## src/hw/rtl/kbd_pkg.sv

```systemverilog
// ----------------------------------------------------------------------------
// kbd_pkg
// Types, constants and key/character tables for the set-1 scancode decoder.
// ----------------------------------------------------------------------------
package kbd_pkg;

	localparam int SCAN_W = 8;
	localparam int KEY_W  = 7;
	localparam int MOD_W  = 5;
	localparam int CHAR_W = 7;

	localparam logic [SCAN_W-1:0] PREFIX_BYTE = 8'hE0;

	localparam logic [KEY_W-1:0] SC_LSHIFT = 7'h2A;
	localparam logic [KEY_W-1:0] SC_RSHIFT = 7'h36;
	localparam logic [KEY_W-1:0] SC_CTRL   = 7'h1D;
	localparam logic [KEY_W-1:0] SC_ALT    = 7'h38;
	localparam logic [KEY_W-1:0] SC_OS     = 7'h5B;
	localparam logic [KEY_W-1:0] SC_ANGLE  = 7'h56;
	localparam logic [KEY_W-1:0] SC_SPACE  = 7'h39;

	localparam logic [MOD_W-1:0] M_SHIFT = 5'h01;
	localparam logic [MOD_W-1:0] M_CTRL  = 5'h02;
	localparam logic [MOD_W-1:0] M_ALT   = 5'h04;
	localparam logic [MOD_W-1:0] M_ALTGR = 5'h08;
	localparam logic [MOD_W-1:0] M_OS    = 5'h10;

	typedef struct packed {
		logic             prefix;
		logic [MOD_W-1:0] mods;
	} kbd_state_t;

	function automatic logic key_known(input logic [KEY_W-1:0] sc, input logic ext);
		logic k;
		if (ext)
			k = (sc == SC_ALT);
		else
			k = (sc >= 7'h01 && sc <= 7'h27) || (sc >= 7'h29 && sc <= 7'h36) ||
				sc == SC_ALT || sc == SC_SPACE || sc == SC_ANGLE || sc == SC_OS;
		return k;
	endfunction

	function automatic logic [MOD_W-1:0] key_mod(input logic [KEY_W-1:0] sc,
			input logic ext);
		logic [MOD_W-1:0] m;
		m = '0;
		if (ext)
			m = M_ALTGR;
		else if (sc == SC_ALT)
			m = M_ALT;
		else if (sc == SC_LSHIFT || sc == SC_RSHIFT)
			m = M_SHIFT;
		else if (sc == SC_CTRL)
			m = M_CTRL;
		else if (sc == SC_OS)
			m = M_OS;
		return m;
	endfunction

	function automatic logic [CHAR_W-1:0] letter_of(input logic [KEY_W-1:0] sc);
		logic [CHAR_W-1:0] c;
		case (sc)
			7'h10: c = 7'h71; // q
			7'h11: c = 7'h77; // w
			7'h12: c = 7'h65; // e
			7'h13: c = 7'h72; // r
			7'h14: c = 7'h74; // t
			7'h15: c = 7'h7A; // z
			7'h16: c = 7'h75; // u
			7'h17: c = 7'h69; // i
			7'h18: c = 7'h6F; // o
			7'h19: c = 7'h70; // p
			7'h1E: c = 7'h61; // a
			7'h1F: c = 7'h73; // s
			7'h20: c = 7'h64; // d
			7'h21: c = 7'h66; // f
			7'h22: c = 7'h67; // g
			7'h23: c = 7'h68; // h
			7'h24: c = 7'h6A; // j
			7'h25: c = 7'h6B; // k
			7'h26: c = 7'h6C; // l
			7'h2C: c = 7'h79; // y
			7'h2D: c = 7'h78; // x
			7'h2E: c = 7'h63; // c
			7'h2F: c = 7'h76; // v
			7'h30: c = 7'h62; // b
			7'h31: c = 7'h6E; // n
			7'h32: c = 7'h6D; // m
			default: c = '0;
		endcase
		return c;
	endfunction

	// digit row, keys 0x02..0x0B
	function automatic logic [CHAR_W-1:0] digit_of(input logic [KEY_W-1:0] sc,
			input logic [MOD_W-1:0] m);
		logic [CHAR_W-1:0] p, s, g;
		case (sc)
			7'h02: begin p = 7'h31; s = 7'h21; g = '0; end
			7'h03: begin p = 7'h32; s = 7'h22; g = '0; end
			7'h04: begin p = 7'h33; s = '0;    g = '0; end
			7'h05: begin p = 7'h34; s = 7'h24; g = '0; end
			7'h06: begin p = 7'h35; s = 7'h25; g = '0; end
			7'h07: begin p = 7'h36; s = 7'h26; g = '0; end
			7'h08: begin p = 7'h37; s = 7'h2F; g = 7'h7B; end
			7'h09: begin p = 7'h38; s = 7'h28; g = 7'h5B; end
			7'h0A: begin p = 7'h39; s = 7'h29; g = 7'h5D; end
			7'h0B: begin p = 7'h30; s = 7'h3D; g = 7'h7D; end
			default: begin p = '0; s = '0; g = '0; end
		endcase
		if ((m & M_SHIFT) != '0)
			return s;
		else if ((m & M_ALTGR) != '0)
			return g;
		return p;
	endfunction

	function automatic logic [CHAR_W-1:0] char_of(input logic [KEY_W-1:0] sc,
			input logic ext, input logic [MOD_W-1:0] m);
		logic              pl, sh, ag;
		logic [CHAR_W-1:0] c, l;
		pl = (m == '0);
		sh = (m == M_SHIFT);
		ag = (m == M_ALTGR);
		l  = letter_of(sc);
		c  = '0;
		if (!ext) begin
			case (sc)
				7'h0F: c = 7'h09;
				7'h0E: c = 7'h08;
				7'h1C: c = 7'h0A;
				7'h39: c = 7'h20;
				7'h33: c = sh ? 7'h3B : pl ? 7'h2C : '0;
				7'h34: c = sh ? 7'h3A : pl ? 7'h2E : '0;
				7'h35: c = sh ? 7'h5F : pl ? 7'h2D : '0;
				7'h2B: c = sh ? 7'h27 : pl ? 7'h23 : '0;
				7'h1B: c = sh ? 7'h2A : ag ? 7'h7E : pl ? 7'h2B : '0;
				7'h56: c = sh ? 7'h3E : ag ? 7'h7C : pl ? 7'h3C : '0;
				7'h0C: c = sh ? 7'h3F : ag ? 7'h5C : '0;
				7'h0D: c = sh ? 7'h60 : '0;
				7'h29: c = pl ? 7'h5E : '0;
				default: begin
					if (l != '0) begin
						if ((m & M_ALTGR) != '0 && l == 7'h71)
							c = 7'h40;
						else if ((m & M_SHIFT) != '0)
							c = l - 7'h20;
						else
							c = l;
					end else begin
						c = digit_of(sc, m);
					end
				end
			endcase
		end
		return c;
	endfunction

endpackage

```

## src/hw/rtl/keyboard_scancode_to_char_decoder.sv

```systemverilog
// Path: an accepted byte is registered in byte_s1, then in the output registers.
// Throughput: one request per cycle unless out_stall holds the output; the state
// RMW through the one-entry state memory uses a bypass register and adds no wait.
// Reset: clears the pipeline and output valid flags and the memory's valid flag;
// the state entry reads as zero (no prefix, no modifiers) until first written.
// ----------------------------------------------------------------------------
// keyboard_scancode_to_char_decoder
// Set-1 scancode decoder: tracks E0 prefix and modifiers, maps keys to
// German QWERTZ ASCII characters.
// ----------------------------------------------------------------------------
module keyboard_scancode_to_char_decoder (
	input  logic                        clk,
	input  logic                        arst_n,
	input  logic                        in_valid,
	output logic                        in_stall,
	input  logic [kbd_pkg::SCAN_W-1:0]  scan_byte,
	output logic                        out_valid,
	input  logic                        out_stall,
	output logic [kbd_pkg::KEY_W-1:0]   key_code,
	output logic                        extended,
	output logic                        recognized,
	output logic                        released,
	output logic [kbd_pkg::MOD_W-1:0]   modifiers,
	output logic [kbd_pkg::CHAR_W-1:0]  codepoint
);
	import kbd_pkg::*;

	kbd_state_t state_mem [1];
	logic       mem_vld_q;
	kbd_state_t rd_data_s1;
	logic       byp_s1;
	kbd_state_t byp_data_s1;

	logic              v_s1;
	logic [SCAN_W-1:0] byte_s1;

	logic              in_fire, out_free, is_prefix, consume, out_load;
	kbd_state_t        cur_st, new_st;
	logic [KEY_W-1:0]  sc;
	logic              ext, known, rel;
	logic [MOD_W-1:0]  mod, new_mods;

	logic              out_valid_q;
	logic [KEY_W-1:0]  key_code_q;
	logic              extended_q, recognized_q, released_q;
	logic [MOD_W-1:0]  modifiers_q;
	logic [CHAR_W-1:0] codepoint_q;

	assign out_free  = !out_valid_q || !out_stall;
	assign is_prefix = (byte_s1 == PREFIX_BYTE);
	assign consume   = v_s1 && (is_prefix || out_free);
	assign out_load  = v_s1 && !is_prefix && out_free;
	assign in_stall  = v_s1 && !consume;
	assign in_fire   = in_valid && !in_stall;

	assign cur_st = byp_s1 ? byp_data_s1 : rd_data_s1;
	assign sc     = byte_s1[KEY_W-1:0];
	assign rel    = byte_s1[SCAN_W-1];
	assign ext    = cur_st.prefix;

	always_comb begin
		known    = key_known(sc, ext);
		mod      = known ? key_mod(sc, ext) : '0;
		new_mods = rel ? (cur_st.mods & ~mod) : (cur_st.mods | mod);
		if (is_prefix) begin
			new_st.prefix = 1'b1;
			new_st.mods   = cur_st.mods;
		end else begin
			new_st.prefix = 1'b0;
			new_st.mods   = new_mods;
		end
	end

	// state memory: write on consume, read on accept
	always_ff @(posedge clk) begin
		if (consume)
			state_mem[0] <= new_st;
		if (in_fire)
			rd_data_s1 <= mem_vld_q ? state_mem[0] : '0;
		if (in_fire)
			byp_data_s1 <= new_st;
	end

	always_ff @(posedge clk or negedge arst_n) begin
		if (!arst_n) begin
			mem_vld_q <= 1'b0;
			v_s1      <= 1'b0;
			byp_s1    <= 1'b0;
		end else begin
			if (consume)
				mem_vld_q <= 1'b1;
			if (in_fire)
				byp_s1 <= consume;
			if (in_fire)
				v_s1 <= 1'b1;
			else if (consume)
				v_s1 <= 1'b0;
		end
	end

	always_ff @(posedge clk) begin
		if (in_fire)
			byte_s1 <= scan_byte;
	end

	always_ff @(posedge clk or negedge arst_n) begin
		if (!arst_n) begin
			out_valid_q <= 1'b0;
		end else if (out_free) begin
			out_valid_q <= out_load;
		end
	end

	always_ff @(posedge clk) begin
		if (out_load) begin
			key_code_q   <= sc;
			extended_q   <= ext;
			recognized_q <= known;
			released_q   <= rel;
			modifiers_q  <= new_mods;
			codepoint_q  <= known ? char_of(sc, ext, new_mods) : '0;
		end
	end

	assign out_valid  = out_valid_q;
	assign key_code   = key_code_q;
	assign extended   = extended_q;
	assign recognized = recognized_q;
	assign released   = released_q;
	assign modifiers  = modifiers_q;
	assign codepoint  = codepoint_q;

`ifndef SYNTHESIS
	a_unknown_no_char: assert property (@(posedge clk) disable iff (!arst_n)
		out_valid && !recognized |-> codepoint == '0)
		else $error("unknown key produced a character");

	a_ext_only_altgr: assert property (@(posedge clk) disable iff (!arst_n)
		out_valid && extended && recognized |-> key_code == SC_ALT)
		else $error("prefixed key other than right alt recognized");

	a_prefix_no_out: assert property (@(posedge clk) disable iff (!arst_n)
		v_s1 && is_prefix |-> !out_load)
		else $error("prefix byte produced a request");

	a_bypass_src: assert property (@(posedge clk) disable iff (!arst_n)
		$rose(byp_s1) |-> $past(consume))
		else $error("state bypass set without a write");
`endif

endmodule
```

## config.mk

```make
export PLATFORM = sky130hd
export DESIGN_NAME = keyboard_scancode_to_char_decoder
export DESIGN_NICKNAME = d
export VERILOG_FILES = /design/src/hw/rtl/kbd_pkg.sv /design/src/hw/rtl/keyboard_scancode_to_char_decoder.sv
export SDC_FILE = /design/constraint.sdc
export NUM_CORES = 1
export LEC_CHECK = 0
export BUFFER_PORTS_ARGS = -buffer_cell sky130_fd_sc_hd__buf_2
export CORE_ASPECT_RATIO = 2
export CORE_MARGIN = 5
export CORE_UTILIZATION = 40
export CTS_BUF_LIST = sky130_fd_sc_hd__clkbuf_8
export CTS_CLUSTER_SIZE = 40
export DETAILED_ROUTE_END_ITERATION = 10
export PLACE_DENSITY = 0.67
export SLEW_MARGIN = 25
export SYNTH_ARGS = -nofsm -noshare
export SYNTH_HDL_FRONTEND = slang
export SYNTH_SLANG_ARGS = --single-unit
export TNS_END_PERCENT = 50
```

## constraint.sdc

```tcl
create_clock -name clk -period 7.5 [get_ports clk]
set_input_delay 1.125 -clock clk [delete_from_list [all_inputs] [get_ports clk]]
set_output_delay 1.125 -clock clk [all_outputs]
set_load 0.02 [all_outputs]
```

==> metrics.cfg <==
[clock_tree]
clk_pin_slew_worst_paths_ns=0.07
numCtsBuffers=9
post_cts.repair.setup_buffers=0
clkSinkCount=72
clock_latency_ns=0.36
clock_path_buffers=2
root_buffer=clkbuf_8
hold_buffers=0
cts_tree=yes
htree_levels=3
cts-resized-gates=0

[worst_setup_path]
critical_path_buf_inv_count=2
path_common_cell=mux2i_1
crit_chain=or4_1, o21ai_2, nand2_1, inv_2, mux2i_1, inv_1, ha_1, a21boi_0, mux2i_1, a32o_1
critPathSlowestCell=mux2i_1
r2r-start=byte_s1[2]
critPathArrivalTime_ns=4.62
rrSetupSlack_ns=3.12
critical_path.max_stage_delay_ns=0.79
cp_max_fo=27
r2r_cells=10
cp-start-kind=register
crit_type=register to register
cp_top_family=multiplexers
worstPathRequired_ns=7.74
critPathCaptureType=register

[detailed_routing]
wl_um=10200
ant_nets=0
post_drt_wl_per_cell_um=18.7
vias=3217
drt_iter0_drc=274
drc=0
viasPerCell=5.87
dr.pass1.iters=4

[worst_hold_path]
hold_depth=1
hold_class=register to register
hold_path_end=rd_data_s1[1]
hp-start=state_mem[0][1]

[yosys]
synthCells=384
synth-main-ff-cell=edfxtp_1
syn-num-nets=404
netlist.area_leader.share=0.361
syn_area_per_cell_um2=10.4
netlist_top_cells_count=48 x edfxtp_1, 33 x nand2_1, 24 x o21ai_0
synth-edff-count=48
synth_area_leaders=edfxtp_1 36%, dfxtp_1 10%, mux2i_1 5.0%
ys_ff_latch=72
yosysWarningCount=0
yosys.cell_count.top_type=edfxtp_1
synth_top_cell_by_area=edfxtp_1
netlist_area_mm2=0.00399
synth-seq-area-share=0.487
synth.distinct_cells=74
async_flop_share=0.0556

[global_route]
grt_max_degree=28
grt_overflow_total=0
grt_pass1_wl_um=16500
grt_pass1_vias=3297
antenna_found_initial=0
grt.total_usage=0.181

[sta]
period_needed_ns=4.38
rsz0062_at_grt=false
setup-violations-final=0
fin_skew_ns=0.0139
drv_slew=0
setup_tns_ns=0
relSlewSlack=0.366
tightest_slew_ns=0.925
hold_violations=0
finalCritPeriodShare=0.584
max_freq_mhz=228
hold_ws_ns=0.531

[final_layout]
drive_above_1_share=0.195
final_cell_area_mm2=0.00444
area_growth_syn_to_layout_pct=11.4
num-nets-final=431
nFillCells=947
antennaDiodeCount=0

[power]
p_leak_nw=1.70
vdd_ir_drop_max_mv=0.0818
powerDensity_mw_per_mm2=230

[floorplanning]
io_pins=36
die_y_um=151
core_area_mm2=0.00976
chipWidth_um=80.6
die_area_mm2=0.0122
fp-row-count=51
initial_utilization=0.409

[run]
drv_cap=0

[placed_design]
io_buffers=35
dp.final_hpwl_um=7800
place_area_mm2=0.00425
gp_congestion=0.962

[run_status]
status=completed

stage by stage:
step,worst slack [ns],cells,total power [W],util
after floorplan,3.94,384,0.000664,-
after global placement,3.42,532,0.000729,0.435
after detailed placement,3.21,532,0.000731,0.435
after CTS,3.20,548,0.00103,0.455
after global routing,2.90,548,0.00107,0.455
final,3.12,548,0.00102,0.455
metal layers:
layer,share of wire,track usage
met1,0.34,0.171
met2,0.55,0.328
met3,0.045,0.0375
met4,0.067,0.144
met5,0,0
kinds of logic (layout without fill, tap and decap cells):
group,Yosys count,after routing,share of synthesized area
AOI/OAI and AO/OA,108,108,0.181
xor gates and xnor gates,1,1,0.00220
adders and majority gates,8,8,0.0251
buffers and inverters,37,69,0.0420
DFF,72,72,0.487
muxes,24,24,0.0652
and+or+nand+nor,134,134,0.198
worst max-delay path by stage:
stage	slack [ns]	cells past startpoint	endpoint	from
4_1_cts	3.20	10	register	byte_s1[2]
6_report	3.12	10	register	byte_s1[2]
3_5_place_dp	3.21	10	register	byte_s1[2]
3_3_place_gp	3.42	10	register	byte_s1[2]
2_1_floorplan	3.94	11	register	out_stall
5_1_grt	2.90	10	register	byte_s1[2]
power breakdown:
part	internal, W	switching, W	total (W)
clock network	0.000154	0.000144	0.000298
logic	0.0000784	0.000144	0.000222
registers	0.000473	0.0000288	0.000501
total	0.000705	0.000316	0.00102
area by class of cell:
class / count / area (um2) / area share
clock buffers: 9 / 124 / 0.0279
well taps: 132 / 165 / 0.0372
inverters: 14 / 55.1 / 0.0124
repair buffers: 39 / 205 / 0.0462
clock inverters: 7 / 68.8 / 0.0155
flip-flops and latches: 72 / 1940 / 0.437
multi-input cells: 275 / 1880 / 0.424
layout by cell type, fill, tap and decap left out, types with 9 or more instances in the layout:
cell / Yosys / layout
edfxtp_1: 48 / 48
o21ai_0: 24 / 24
nor2_1: 16 / 16
mux2i_1: 20 / 20
nor3_1: 11 / 11
dfxtp_1: 20 / 20
buf_2: 3 / 35
a21oi_1: 21 / 20
nand3_1: 11 / 11
inv_1: 9 / 10
clkbuf_8: 0 / 9
nand2_1: 33 / 33
worst reg2reg max path, stage by stage (launching register included):
cell and delay, ns:
edfxtp_1 0.68, or4_1 0.71, o21ai_2 0.27, nand2_1 0.16, inv_2 0.43, mux2i_1 0.79, inv_1 0.26, ha_1 0.38
a21boi_0 0.21, mux2i_1 0.09, a32o_1 0.28
(Power assumes the default switching activity.)
